==> config.mk <==
export PLATFORM = sky130hd
export DESIGN_NAME = arpeggio_detune_tone_sequencer
export DESIGN_NICKNAME = d
export VERILOG_FILES = /design/src/sv/atds_pkg.sv /design/src/sv/atds_div.sv /design/src/sv/atds_lcg.sv /design/src/sv/arpeggio_detune_tone_sequencer.sv
export SDC_FILE = /design/constraint.sdc
export NUM_CORES = 2
export LEC_CHECK = 0
export ABC_AREA = 1
export BUFFER_PORTS_ARGS = -buffer_cell sky130_fd_sc_hd__buf_2
export CELL_PAD_IN_SITES_DETAIL_PLACEMENT = 0
export CELL_PAD_IN_SITES_GLOBAL_PLACEMENT = 1
export CORE_MARGIN = 10
export CORE_UTILIZATION = 31
export CTS_CLUSTER_SIZE = 10
export DETAILED_ROUTE_END_ITERATION = 10
export PLACE_DENSITY = 0.68
export SLEW_MARGIN = 20
export SYNTH_ARGS = -nofsm -noshare
export SYNTH_HDL_FRONTEND = slang
export SYNTH_HIERARCHICAL = 1
export SYNTH_SLANG_ARGS = --single-unit
==> constraint.sdc <==
create_clock -name clk_i -period 12.5 [get_ports clk_i]
set_clock_uncertainty 0.1 [all_clocks]
set_input_delay 2.5 -clock clk_i [delete_from_list [all_inputs] [get_ports clk_i]]
set_output_delay 2.5 -clock clk_i [all_outputs]
set_load 0.01 [all_outputs]
==> src/sv/atds_pkg.sv <==
// Shared constants and codes for the arpeggio detune tone sequencer.
// Used by the divider, the detune generator and the top level. It depends on nothing.
`timescale 1ns / 1ps
`default_nettype none

package atds_pkg;

  // Field widths of the input and output beats.
  localparam int unsigned VOICE_W   = 14;
  localparam int unsigned DUR_W     = 16;
  localparam int unsigned LEVEL_W   = 4;
  localparam int unsigned DIV_OUT_W = 21;

  // Three voice fields arrive with each chord.
  localparam int unsigned NUM_VOICE_IN = 3;
  localparam int unsigned VOICES_DEF   = 3;

  // Widths of the shared divider. The widest dividend is duration * 100, which needs 23 bits.
  // The widest divisor is a detuned frequency of up to 17857 Hz, which needs 15 bits.
  localparam int unsigned DVD_W  = 23;
  localparam int unsigned DVS_W  = 15;
  localparam int unsigned FACT_W = 7;
  localparam int unsigned LCG_W  = 32;

  localparam logic [DVD_W-1:0]   CLOCK_HZ     = DVD_W'(1193180);
  localparam logic [LCG_W-1:0]   LCG_MUL      = 32'd1103515245;
  localparam logic [LCG_W-1:0]   LCG_ADD      = 32'd12345;
  localparam logic [LCG_W-1:0]   SEED_INIT    = 32'd12345;
  localparam logic [DUR_W-1:0]   MIN_CHORD_MS = DUR_W'(12);
  localparam logic [LEVEL_W-1:0] ARP_BASE     = LEVEL_W'(14);
  localparam logic [LEVEL_W-1:0] ARP_FLOOR    = LEVEL_W'(3);
  localparam logic [LEVEL_W-1:0] MAX_LEVEL    = LEVEL_W'(10);
  localparam logic [LEVEL_W-1:0] DETUNE_FROM  = LEVEL_W'(3);
  localparam logic [FACT_W-1:0]  PERCENT      = FACT_W'(100);
  localparam logic [FACT_W-1:0]  LEVEL_STEP   = FACT_W'(7);

  // Opcodes of the input beat.
  localparam logic OP_LOAD = 1'b0;
  localparam logic OP_TICK = 1'b1;

endpackage

`default_nettype wire

==> src/sv/atds_div.sv <==
// Restoring divider of the tone sequencer. It produces one quotient bit per cycle.
// It depends on atds_pkg for its operand widths.
`timescale 1ns / 1ps
`default_nettype none

module atds_div (
  input  logic                        clk_i,
  input  logic                        rst_ni,
  input  logic                        start_i,
  input  logic [atds_pkg::DVD_W-1:0]  dividend_i,
  input  logic [atds_pkg::DVS_W-1:0]  divisor_i,
  output logic                        done_o,
  output logic [atds_pkg::DVD_W-1:0]  quotient_o,
  output logic [atds_pkg::DVS_W-1:0]  remainder_o
);
  import atds_pkg::*;

  localparam int unsigned CNT_W = $clog2(DVD_W);
  localparam logic [CNT_W-1:0] LAST_STEP = CNT_W'(DVD_W - 1);

  logic             busy_q, busy_d;
  logic             done_q, done_d;
  logic [CNT_W-1:0] cnt_q, cnt_d;
  logic [DVD_W-1:0] quo_q, quo_d;
  logic [DVS_W-1:0] rem_q, rem_d;
  logic [DVS_W-1:0] dvs_q, dvs_d;
  logic [DVS_W:0]   rem_shift;
  logic             fits;

  always_comb begin
    rem_shift = {rem_q, quo_q[DVD_W-1]};
    fits      = rem_shift >= {1'b0, dvs_q};
    busy_d    = busy_q;
    done_d    = 1'b0;
    cnt_d     = cnt_q;
    quo_d     = quo_q;
    rem_d     = rem_q;
    dvs_d     = dvs_q;
    if (start_i) begin
      busy_d = 1'b1;
      cnt_d  = '0;
      quo_d  = dividend_i;
      rem_d  = '0;
      dvs_d  = divisor_i;
    end else if (busy_q) begin
      quo_d = {quo_q[DVD_W-2:0], fits};
      rem_d = fits ? DVS_W'(rem_shift - {1'b0, dvs_q}) : rem_shift[DVS_W-1:0];
      cnt_d = cnt_q + CNT_W'(1);
      if (cnt_q == LAST_STEP) begin
        busy_d = 1'b0;
        done_d = 1'b1;
      end
    end
  end

  always_ff @(posedge clk_i or negedge rst_ni) begin
    if (!rst_ni) begin
      busy_q <= 1'b0;
      done_q <= 1'b0;
      cnt_q  <= '0;
    end else begin
      busy_q <= busy_d;
      done_q <= done_d;
      cnt_q  <= cnt_d;
    end
  end

  always_ff @(posedge clk_i) begin
    quo_q <= quo_d;
    rem_q <= rem_d;
    dvs_q <= dvs_d;
  end

  assign done_o      = done_q;
  assign quotient_o  = quo_q;
  assign remainder_o = rem_q;

endmodule

`default_nettype wire

==> src/sv/atds_lcg.sv <==
// Linear congruential generator that supplies the detune draws.
// It depends on atds_pkg for the multiplier, the increment and the seed.
`timescale 1ns / 1ps
`default_nettype none

module atds_lcg (
  input  logic                       clk_i,
  input  logic                       rst_ni,
  input  logic                       advance_i,
  output logic [atds_pkg::LCG_W-1:0] seed_o
);
  import atds_pkg::*;

  logic [LCG_W-1:0] seed_q, seed_d;

  // The wrap modulo 2^32 comes from keeping only the low word of the product.
  always_comb begin
    seed_d = seed_q;
    if (advance_i) begin
      seed_d = LCG_W'(seed_q * LCG_MUL) + LCG_ADD;
    end
  end

  always_ff @(posedge clk_i or negedge rst_ni) begin
    if (!rst_ni) begin
      seed_q <= SEED_INIT;
    end else begin
      seed_q <= seed_d;
    end
  end

  assign seed_o = seed_q;

endmodule

`default_nettype wire

==> src/sv/arpeggio_detune_tone_sequencer.sv <==
// Top level of the arpeggio detune tone sequencer: the sequencer, the chord state and the output register.
// It depends on atds_pkg, atds_div and atds_lcg.
`timescale 1ns / 1ps
`default_nettype none

// The block plays a chord as an arpeggio on a PC-style speaker. A beat with opcode load
// brings up to three voice frequencies, a duration and a distortion level. A beat with
// opcode tick marks one millisecond. Every input beat gives exactly one output beat. That
// beat carries the current speaker divisor (zero is silence) and three flags: a new tone
// was issued, the chord time has run out, and no chord is playing. Items are handled one
// at a time, and in_stall_o stays high until the sequencer is back in its idle state.
// A single restoring divider does all of the divisions, one quotient bit per cycle over
// 23 steps, and this divider sets the pace. A tick that does not start a segment uses no
// division. A tick that starts an undetuned segment uses one division, for the speaker
// divisor, and a detuned one (level above three) uses three. A load adds one division for
// the scaling of the chord time; a load without voices needs only that one. The output
// sits in its own register, so a new item can be accepted while the previous result
// still waits to be taken.
module arpeggio_detune_tone_sequencer #(
  parameter int unsigned VOICES = atds_pkg::VOICES_DEF
) (
  input  logic                            clk_i,
  input  logic                            rst_ni,
  input  logic                            in_valid_i,
  output logic                            in_stall_o,
  input  logic                            opcode_i,
  input  logic [atds_pkg::VOICE_W-1:0]    voice_a_i,
  input  logic [atds_pkg::VOICE_W-1:0]    voice_b_i,
  input  logic [atds_pkg::VOICE_W-1:0]    voice_c_i,
  input  logic [atds_pkg::DUR_W-1:0]      duration_ms_i,
  input  logic [atds_pkg::LEVEL_W-1:0]    level_i,
  output logic                            out_valid_o,
  input  logic                            out_stall_i,
  output logic [atds_pkg::DIV_OUT_W-1:0]  speaker_divisor_o,
  output logic                            tone_update_o,
  output logic                            chord_done_o,
  output logic                            idle_o
);
  import atds_pkg::*;

  localparam int unsigned VC_W   = $clog2(VOICES + 1);
  localparam int unsigned VIDX_W = (VOICES > 1) ? $clog2(VOICES) : 1;

  // One-hot sequencer states. A state whose name ends in GO starts the shared divider,
  // and the matching WAIT state holds until the divider signals that it is done.
  typedef enum logic [11:0] {
    S_IDLE     = 12'h001,
    S_LEN_GO   = 12'h002,
    S_LEN_WAIT = 12'h004,
    S_SEG      = 12'h008,
    S_LCG      = 12'h010,
    S_MOD_GO   = 12'h020,
    S_MOD_WAIT = 12'h040,
    S_DET_GO   = 12'h080,
    S_DET_WAIT = 12'h100,
    S_CLK_GO   = 12'h200,
    S_CLK_WAIT = 12'h400,
    S_OUT      = 12'h800
  } state_e;

  state_e                state_q, state_d;
  logic                  playing_q, playing_d;
  logic [VOICE_W-1:0]    store_q [VOICES];
  logic [VOICE_W-1:0]    store_d [VOICES];
  logic [VC_W-1:0]       vc_q, vc_d;
  logic [DUR_W-1:0]      cl_q, cl_d;
  logic [DUR_W-1:0]      tp_q, tp_d;
  logic [LEVEL_W-1:0]    seg_q, seg_d;
  logic [LEVEL_W-1:0]    arp_q, arp_d;
  logic [VIDX_W-1:0]     vp_q, vp_d;
  logic [LEVEL_W-1:0]    level_q, level_d;
  logic [DIV_OUT_W-1:0]  held_div_q, held_div_d;
  logic                  tone_flag_q, tone_flag_d;
  logic                  done_flag_q, done_flag_d;
  logic [DVD_W-1:0]      prod_q, prod_d;
  logic [DVS_W-1:0]      hz_q, hz_d;

  logic                  out_valid_q, out_valid_d;
  logic [DIV_OUT_W-1:0]  out_div_q;
  logic                  out_tone_q, out_done_q, out_idle_q;
  logic                  out_load;

  // Voice packing of a load beat.
  logic [VOICE_W-1:0]    vin [NUM_VOICE_IN];
  logic [VOICE_W-1:0]    pack_store [VOICES];
  logic [VC_W-1:0]       pack_cnt;

  // Derived values of the load and tick paths.
  logic [LEVEL_W-1:0]    lvl_clamp;
  logic [FACT_W-1:0]     len_factor;
  logic [LEVEL_W-1:0]    arp_raw, arp_calc;
  logic [DUR_W-1:0]      tp_inc, remaining;
  logic [LEVEL_W-1:0]    seg_dec;
  logic [VC_W-1:0]       vp_inc;
  logic [VIDX_W-1:0]     vp_wrap;
  logic [FACT_W-1:0]     detune_fac;
  logic                  detune;

  // Shared divider and detune generator.
  logic                  div_start, div_done;
  logic [DVD_W-1:0]      div_dvd, div_quo;
  logic [DVS_W-1:0]      div_dvs, div_rem;
  logic                  lcg_advance;
  logic [LCG_W-1:0]      lcg_seed;

  assign vin[0] = voice_a_i;
  assign vin[1] = voice_b_i;
  assign vin[2] = voice_c_i;

  // Present voices are packed in order. Voices beyond the store's depth are dropped.
  always_comb begin
    for (int j = 0; j < VOICES; j++) begin
      pack_store[j] = '0;
    end
    pack_cnt = '0;
    for (int i = 0; i < NUM_VOICE_IN; i++) begin
      if (vin[i] != '0 && pack_cnt < VC_W'(VOICES)) begin
        pack_store[pack_cnt[VIDX_W-1:0]] = vin[i];
        pack_cnt = pack_cnt + VC_W'(1);
      end
    end
  end

  always_comb begin
    lvl_clamp  = (level_i > MAX_LEVEL) ? MAX_LEVEL : level_i;
    len_factor = PERCENT - FACT_W'(LEVEL_STEP * FACT_W'(lvl_clamp));
    arp_raw    = ARP_BASE - lvl_clamp;
    arp_calc   = (arp_raw < ARP_FLOOR) ? ARP_FLOOR : arp_raw;
    tp_inc     = tp_q + DUR_W'(1);
    seg_dec    = (seg_q != '0) ? seg_q - LEVEL_W'(1) : '0;
    vp_inc     = VC_W'(vp_q) + VC_W'(1);
    vp_wrap    = (vp_inc == vc_q) ? '0 : vp_inc[VIDX_W-1:0];
    remaining  = cl_q - tp_q;
    // The detune factor is 100 - level + r, with r below twice the level.
    detune_fac = PERCENT - FACT_W'(level_q) + FACT_W'(div_rem);
    detune     = level_q > DETUNE_FROM;
  end

  // The operands for the divider are chosen by the state that starts it.
  always_comb begin
    div_start = 1'b0;
    div_dvd   = prod_q;
    div_dvs   = DVS_W'(PERCENT);
    unique case (state_q)
      S_LEN_GO, S_DET_GO: begin
        div_start = 1'b1;
      end
      S_MOD_GO: begin
        div_start = 1'b1;
        div_dvd   = DVD_W'(lcg_seed[LCG_W-1:16]);
        div_dvs   = DVS_W'({level_q, 1'b0});
      end
      S_CLK_GO: begin
        div_start = 1'b1;
        div_dvd   = CLOCK_HZ;
        div_dvs   = hz_q;
      end
      default: begin
        div_start = 1'b0;
      end
    endcase
  end

  assign lcg_advance = (state_q == S_LCG);

  always_comb begin
    state_d     = state_q;
    playing_d   = playing_q;
    store_d     = store_q;
    vc_d        = vc_q;
    cl_d        = cl_q;
    tp_d        = tp_q;
    seg_d       = seg_q;
    arp_d       = arp_q;
    vp_d        = vp_q;
    level_d     = level_q;
    held_div_d  = held_div_q;
    tone_flag_d = tone_flag_q;
    done_flag_d = done_flag_q;
    prod_d      = prod_q;
    hz_d        = hz_q;
    unique case (state_q)
      S_IDLE: begin
        if (in_valid_i) begin
          tone_flag_d = 1'b0;
          done_flag_d = 1'b0;
          if (opcode_i == OP_LOAD) begin
            // A load abandons any chord in progress. The seed is kept.
            store_d     = pack_store;
            vc_d        = pack_cnt;
            level_d     = lvl_clamp;
            arp_d       = arp_calc;
            prod_d      = DVD_W'(duration_ms_i) * DVD_W'(len_factor);
            tp_d        = '0;
            vp_d        = '0;
            playing_d   = 1'b1;
            tone_flag_d = 1'b1;
            state_d     = S_LEN_GO;
          end else if (playing_q) begin
            tp_d  = tp_inc;
            seg_d = seg_dec;
            if (tp_inc >= cl_q) begin
              // The chord ends, and the last tone stays on the speaker.
              playing_d   = 1'b0;
              seg_d       = '0;
              done_flag_d = 1'b1;
              state_d     = S_OUT;
            end else if (vc_q != '0 && seg_dec == '0) begin
              vp_d        = vp_wrap;
              tone_flag_d = 1'b1;
              state_d     = S_SEG;
            end else begin
              state_d = S_OUT;
            end
          end else begin
            state_d = S_OUT;
          end
        end
      end
      S_LEN_GO: begin
        state_d = S_LEN_WAIT;
      end
      S_LEN_WAIT: begin
        if (div_done) begin
          cl_d = (div_quo < DVD_W'(MIN_CHORD_MS)) ? MIN_CHORD_MS : div_quo[DUR_W-1:0];
          if (vc_q == '0) begin
            // A chord without voices is silent and only counts ticks.
            seg_d      = '0;
            held_div_d = '0;
            state_d    = S_OUT;
          end else begin
            state_d = S_SEG;
          end
        end
      end
      S_SEG: begin
        seg_d   = (remaining < DUR_W'(arp_q)) ? remaining[LEVEL_W-1:0] : arp_q;
        hz_d    = DVS_W'(store_q[vp_q]);
        state_d = detune ? S_LCG : S_CLK_GO;
      end
      S_LCG: begin
        state_d = S_MOD_GO;
      end
      S_MOD_GO: begin
        state_d = S_MOD_WAIT;
      end
      S_MOD_WAIT: begin
        if (div_done) begin
          prod_d  = DVD_W'(hz_q) * DVD_W'(detune_fac);
          state_d = S_DET_GO;
        end
      end
      S_DET_GO: begin
        state_d = S_DET_WAIT;
      end
      S_DET_WAIT: begin
        if (div_done) begin
          if (div_quo == '0) begin
            // A very low voice can detune down to nothing, and then the speaker falls silent.
            held_div_d = '0;
            state_d    = S_OUT;
          end else begin
            hz_d    = div_quo[DVS_W-1:0];
            state_d = S_CLK_GO;
          end
        end
      end
      S_CLK_GO: begin
        state_d = S_CLK_WAIT;
      end
      S_CLK_WAIT: begin
        if (div_done) begin
          held_div_d = div_quo[DIV_OUT_W-1:0];
          state_d    = S_OUT;
        end
      end
      S_OUT: begin
        if (!out_valid_q || !out_stall_i) begin
          state_d = S_IDLE;
        end
      end
      default: begin
        state_d = S_IDLE;
      end
    endcase
  end

  // The output register takes the result while the previous beat is gone or being taken.
  always_comb begin
    out_load    = (state_q == S_OUT) && (!out_valid_q || !out_stall_i);
    out_valid_d = out_valid_q;
    if (out_valid_q && !out_stall_i) begin
      out_valid_d = 1'b0;
    end
    if (out_load) begin
      out_valid_d = 1'b1;
    end
  end

  always_ff @(posedge clk_i or negedge rst_ni) begin
    if (!rst_ni) begin
      state_q     <= S_IDLE;
      playing_q   <= 1'b0;
      for (int j = 0; j < VOICES; j++) begin
        store_q[j] <= '0;
      end
      vc_q        <= '0;
      cl_q        <= '0;
      tp_q        <= '0;
      seg_q       <= '0;
      arp_q       <= ARP_BASE;
      vp_q        <= '0;
      level_q     <= '0;
      held_div_q  <= '0;
      tone_flag_q <= 1'b0;
      done_flag_q <= 1'b0;
      out_valid_q <= 1'b0;
    end else begin
      state_q     <= state_d;
      playing_q   <= playing_d;
      store_q     <= store_d;
      vc_q        <= vc_d;
      cl_q        <= cl_d;
      tp_q        <= tp_d;
      seg_q       <= seg_d;
      arp_q       <= arp_d;
      vp_q        <= vp_d;
      level_q     <= level_d;
      held_div_q  <= held_div_d;
      tone_flag_q <= tone_flag_d;
      done_flag_q <= done_flag_d;
      out_valid_q <= out_valid_d;
    end
  end

  always_ff @(posedge clk_i) begin
    prod_q <= prod_d;
    hz_q   <= hz_d;
    if (out_load) begin
      out_div_q  <= held_div_q;
      out_tone_q <= tone_flag_q;
      out_done_q <= done_flag_q;
      out_idle_q <= !playing_q;
    end
  end

  atds_div u_div (
    .clk_i       (clk_i),
    .rst_ni      (rst_ni),
    .start_i     (div_start),
    .dividend_i  (div_dvd),
    .divisor_i   (div_dvs),
    .done_o      (div_done),
    .quotient_o  (div_quo),
    .remainder_o (div_rem)
  );

  atds_lcg u_lcg (
    .clk_i     (clk_i),
    .rst_ni    (rst_ni),
    .advance_i (lcg_advance),
    .seed_o    (lcg_seed)
  );

  assign in_stall_o        = (state_q != S_IDLE);
  assign out_valid_o       = out_valid_q;
  assign speaker_divisor_o = out_div_q;
  assign tone_update_o     = out_tone_q;
  assign chord_done_o      = out_done_q;
  assign idle_o            = out_idle_q;

  // The seed moves only on a detuned segment.
  a_seed_only_on_draw: assert property (@(posedge clk_i) disable iff (!rst_ni)
    (state_q != S_LCG) |=> $stable(lcg_seed))
    else $error("detune seed changed outside a draw");

  // A result from the divider is always expected by a waiting state.
  a_div_done_awaited: assert property (@(posedge clk_i) disable iff (!rst_ni)
    div_done |-> (state_q == S_LEN_WAIT || state_q == S_MOD_WAIT ||
                  state_q == S_DET_WAIT || state_q == S_CLK_WAIT))
    else $error("divider finished with no state waiting for it");

  // Between beats, a playing chord still has time left.
  a_time_in_range: assert property (@(posedge clk_i) disable iff (!rst_ni)
    (state_q == S_IDLE && playing_q) |-> (tp_q < cl_q))
    else $error("chord still playing past its length");

  // The voice pointer always names a stored voice.
  a_pointer_in_range: assert property (@(posedge clk_i) disable iff (!rst_ni)
    (state_q == S_IDLE && vc_q != '0) |-> (VC_W'(vp_q) < vc_q))
    else $error("voice pointer beyond the stored voices");

endmodule

`default_nettype wire
==> summary.md <==
| Metric | Value |
|---|---|
| Initial Util | 31.36% |
| Max_slew headroom | 28.38% |
| Ys flop type | dfrtp_1 |
| RSZ-0062 raised after global routing | no |
| Clock transition at the registers of the reported paths | 60 ps |
| Hold endpoint | speaker_divisor_o[0] |
| Final setup viols | 0 |
| Number of antenna violations at the first check in global routing | 0 |
| Cell area after synthesis | 0.03264 sq mm |
| Design area | 0.03576 sq mm |
| Number of flops mapped to enable cells by yosys | 100 |
| Post-synth top area cell | fa_1 |
| Yosys warnings | 6 |
| Maximum clock rate | 0.1001 GHz |
| Syn Nets | 4,864 |
| Chip width | 344.5 um |
| Top-area cell type share of the netlist area | 19.93% |
| Sink Count | 281 |
| Vias in the first global route | 26.36k |
| Core area | 0.1041 sq mm |
| Clk_lat worst skew | 570 ps |
| Total number of vias | 26.05k |
| Final Routed Wirelength | 94,920 um |
| Global route total overflow | 0 |
| Ant. Diodes | 0 |
| Via density | 4.667 |
| FF+latch count, synth | 281 |
| Post-synth top cells | inv_1, nand2_1, ha_1 |
| Gp weighted congestion | 0.8856 |
| Seq/Total Area, Yosys | 22.88% |
| Clk root buf | clkbuf_16 |
| CTS tree | yes |
| HP Class | flop to flop |
| Crit path DAT | 10,190 ps |
| H-tree depth | 2 |
| Crit-path most repeated cell | inv_1 |
| DR pass1 iterations | 6 |
| P&R area growth vs syn | 9.553% |
| Top post-synthesis cells by area | fa_1, ha_1, dfrtp_1 |
| Worst r2r dst | prod_q[17] |
| R2r worst-path depth | 26 |
| R2R Path Start | level_q[3] |
| Top-count cell post-synth | inv_1 |
| DR DRC count | 0 |
| Die Area | 0.1187 sq mm |
| # port buffers | 92 |
| Placed inst area | 0.03455 sq mm |
| Post-Syn Instances | 4,109 |
| Hold-fix buffers, CTS | 0 |
| Crit path kind | input pin to flop |
| Row count | 118 |
| Ys async rst share | 59.07% |
| Fin nets | 4,929 |
| Part of the cycle the worst path needs | 79.91% |
| Final hold viol count | 0 |
| Final antenna-violating net count | 0 |
| Slowest-stage cell, CP | fa_1 |
| Ports | 93 |
| Crit path time final | 9989 ps |
| Post-CTS Setup Bufs | 0 |
| Netlist cell types | 69 |
| Max Cap Viol | 0 |
| Setup TNS | 0 ps |
| Synth Area per Inst | 7.944 sq um |
| GRT Total Usage | 16.00% |
| CP endpoint kind | flop |
| Largest net degree at the start of global routing | 62 |
| Critical Path RT | 12,700 ps |
| R2r setup slk | 5140 ps |
| Routed WL per cell | 17.01 um |
| Outcome | complete, no violations |
| WHS Path Cells | 0 |
| Worst Tran Pin Value | 1068 ps |
| Share of cells above drive strength 1 | 7.092% |
| Crit Path Max Fanout | 18 |
| DPL Wire Length | 78,890 um |
| Max Buffers Root-to-Sink | 3 |
| CP Launch Type | input pin |
| Post_cts resized | 0 |
| Die Y | 344.5 um |
| First-pass GRT wire length | 151,600 um |
| Hold_ws | 347.1 ps |
| CP max stage delay | 540 ps |
| TritonCTS buffer count | 37 |
| Slew Limit Fails | 0 |
| Hold Startpoint | held_div_q[0] |
| First DRT Iteration DRCs | 1,582 |
cell usage in the layout, fill, tap and decap left out, types with 8 or more instances in the layout:
| master | n |
|---|---|
| nand2_2 | 22 |
| xnor2_1 | 25 |
| inv_2 | 15 |
| a31oi_1 | 26 |
| o21ai_1 | 25 |
| buf_4 | 14 |
| nand3b_1 | 17 |
| nand4_1 | 31 |
| nand3_1 | 172 |
| clkbuf_1 | 18 |
| nor2_1 | 276 |
| a21oi_1 | 157 |
| o211ai_1 | 30 |
| edfxtp_1 | 100 |
| xor2_1 | 46 |
| dfrtp_1 | 156 |
| fa_1 | 325 |
| nor4_1 | 10 |
| buf_2 | 91 |
| nor3_1 | 26 |
| nor2_2 | 17 |
| inv_1 | 949 |
| ha_1 | 363 |
| or2_2 | 12 |
| a21o_1 | 8 |
| nand2_1 | 895 |
| clkbuf_16 | 38 |
| o22ai_1 | 9 |
| o21ai_0 | 168 |
| o21bai_1 | 8 |
| dfstp_2 | 10 |
| dfxtp_1 | 15 |
| o21ai_2 | 22 |
| a32o_1 | 8 |
metal layers:
layer,track usage [%],vias to the layer above,routed length (um)
li1,-,12890,-
met1,22.80,12560,45870
met2,26.14,498,43370
met3,1.581,95,3899
met4,3.176,0,1788
met5,0,-,0
worst max path at each step:
stage,from,to,slack (ps),cells after the start
CTS,level_i[3],prod_q[19],2510,33
detailed placement,level_i[3],prod_q[19],1910,33
global route,level_i[3],prod_q[21],1900,37
global placement,level_i[3],prod_q[19],2060,31
floorplan,level_i[2],prod_q[18],3070,34
finish,level_i[3],prod_q[19],2510,31
kinds of logic after synthesis:
family	share of synthesized area, %
AO/OA/AOI/OAI	9.108
XOR/XNOR	1.905
adder cells (fa/ha/maj)	33.85
buffers and inverters	12.35
flip-flops	22.88
AND/OR/NAND/NOR	19.90
layout make-up:
| type | instances | area [sq um] |
|---|---|---|
| clock inverters | 8 | 145.1 |
| multi-input cells | 2781 | 21160 |
| well taps | 1380 | 1727 |
| flip-flops and latches | 281 | 7470 |
| inverters | 967 | 3630 |
| fillers | 11120 | 68330 |
| clock buffers | 59 | 1060 |
| repair buffers | 106 | 571.8 |
registers in the layout (all words and copies together), names as in the netlist, 2 cells and up:
signal,cells
arp_q,4
cl_q,16
held_div_q,21
hz_q,15
level_q,4
prod_q,23
seg_q,4
speaker_divisor_o,21
state_q,12
store_q,42
tp_q,16
u_div/cnt_q,5
u_div/dvs_q,15
u_div/quotient_o,23
u_div/remainder_o,15
u_lcg/seed_o,32
vc_q,2
vp_q,2
critical path: cells and delay by family:
family / cells / cell delay (ps)
AND/OR/NAND/NOR: 8 / 1940
AO/OA/AOI/OAI: 7 / 1200
buffers and inverters: 7 / 810
XOR/XNOR: 1 / 140
adder cells (fa/ha/maj): 8 / 3580
stage by stage:
step | util, % | std cells | setup WS (ps)
5_1_grt | 34.35 | 5582 | 1901
6_report | 34.35 | 5582 | 2511
2_1_floorplan | - | 4109 | 3072
4_1_cts | 34.35 | 5582 | 2511
3_3_place_gp | 33.20 | 5515 | 2058
3_5_place_dp | 33.20 | 5515 | 1914
Power is left out: the tool's default activity adds up to more than one toggle a clock period on the data nets, which glitch-free logic cannot reach.
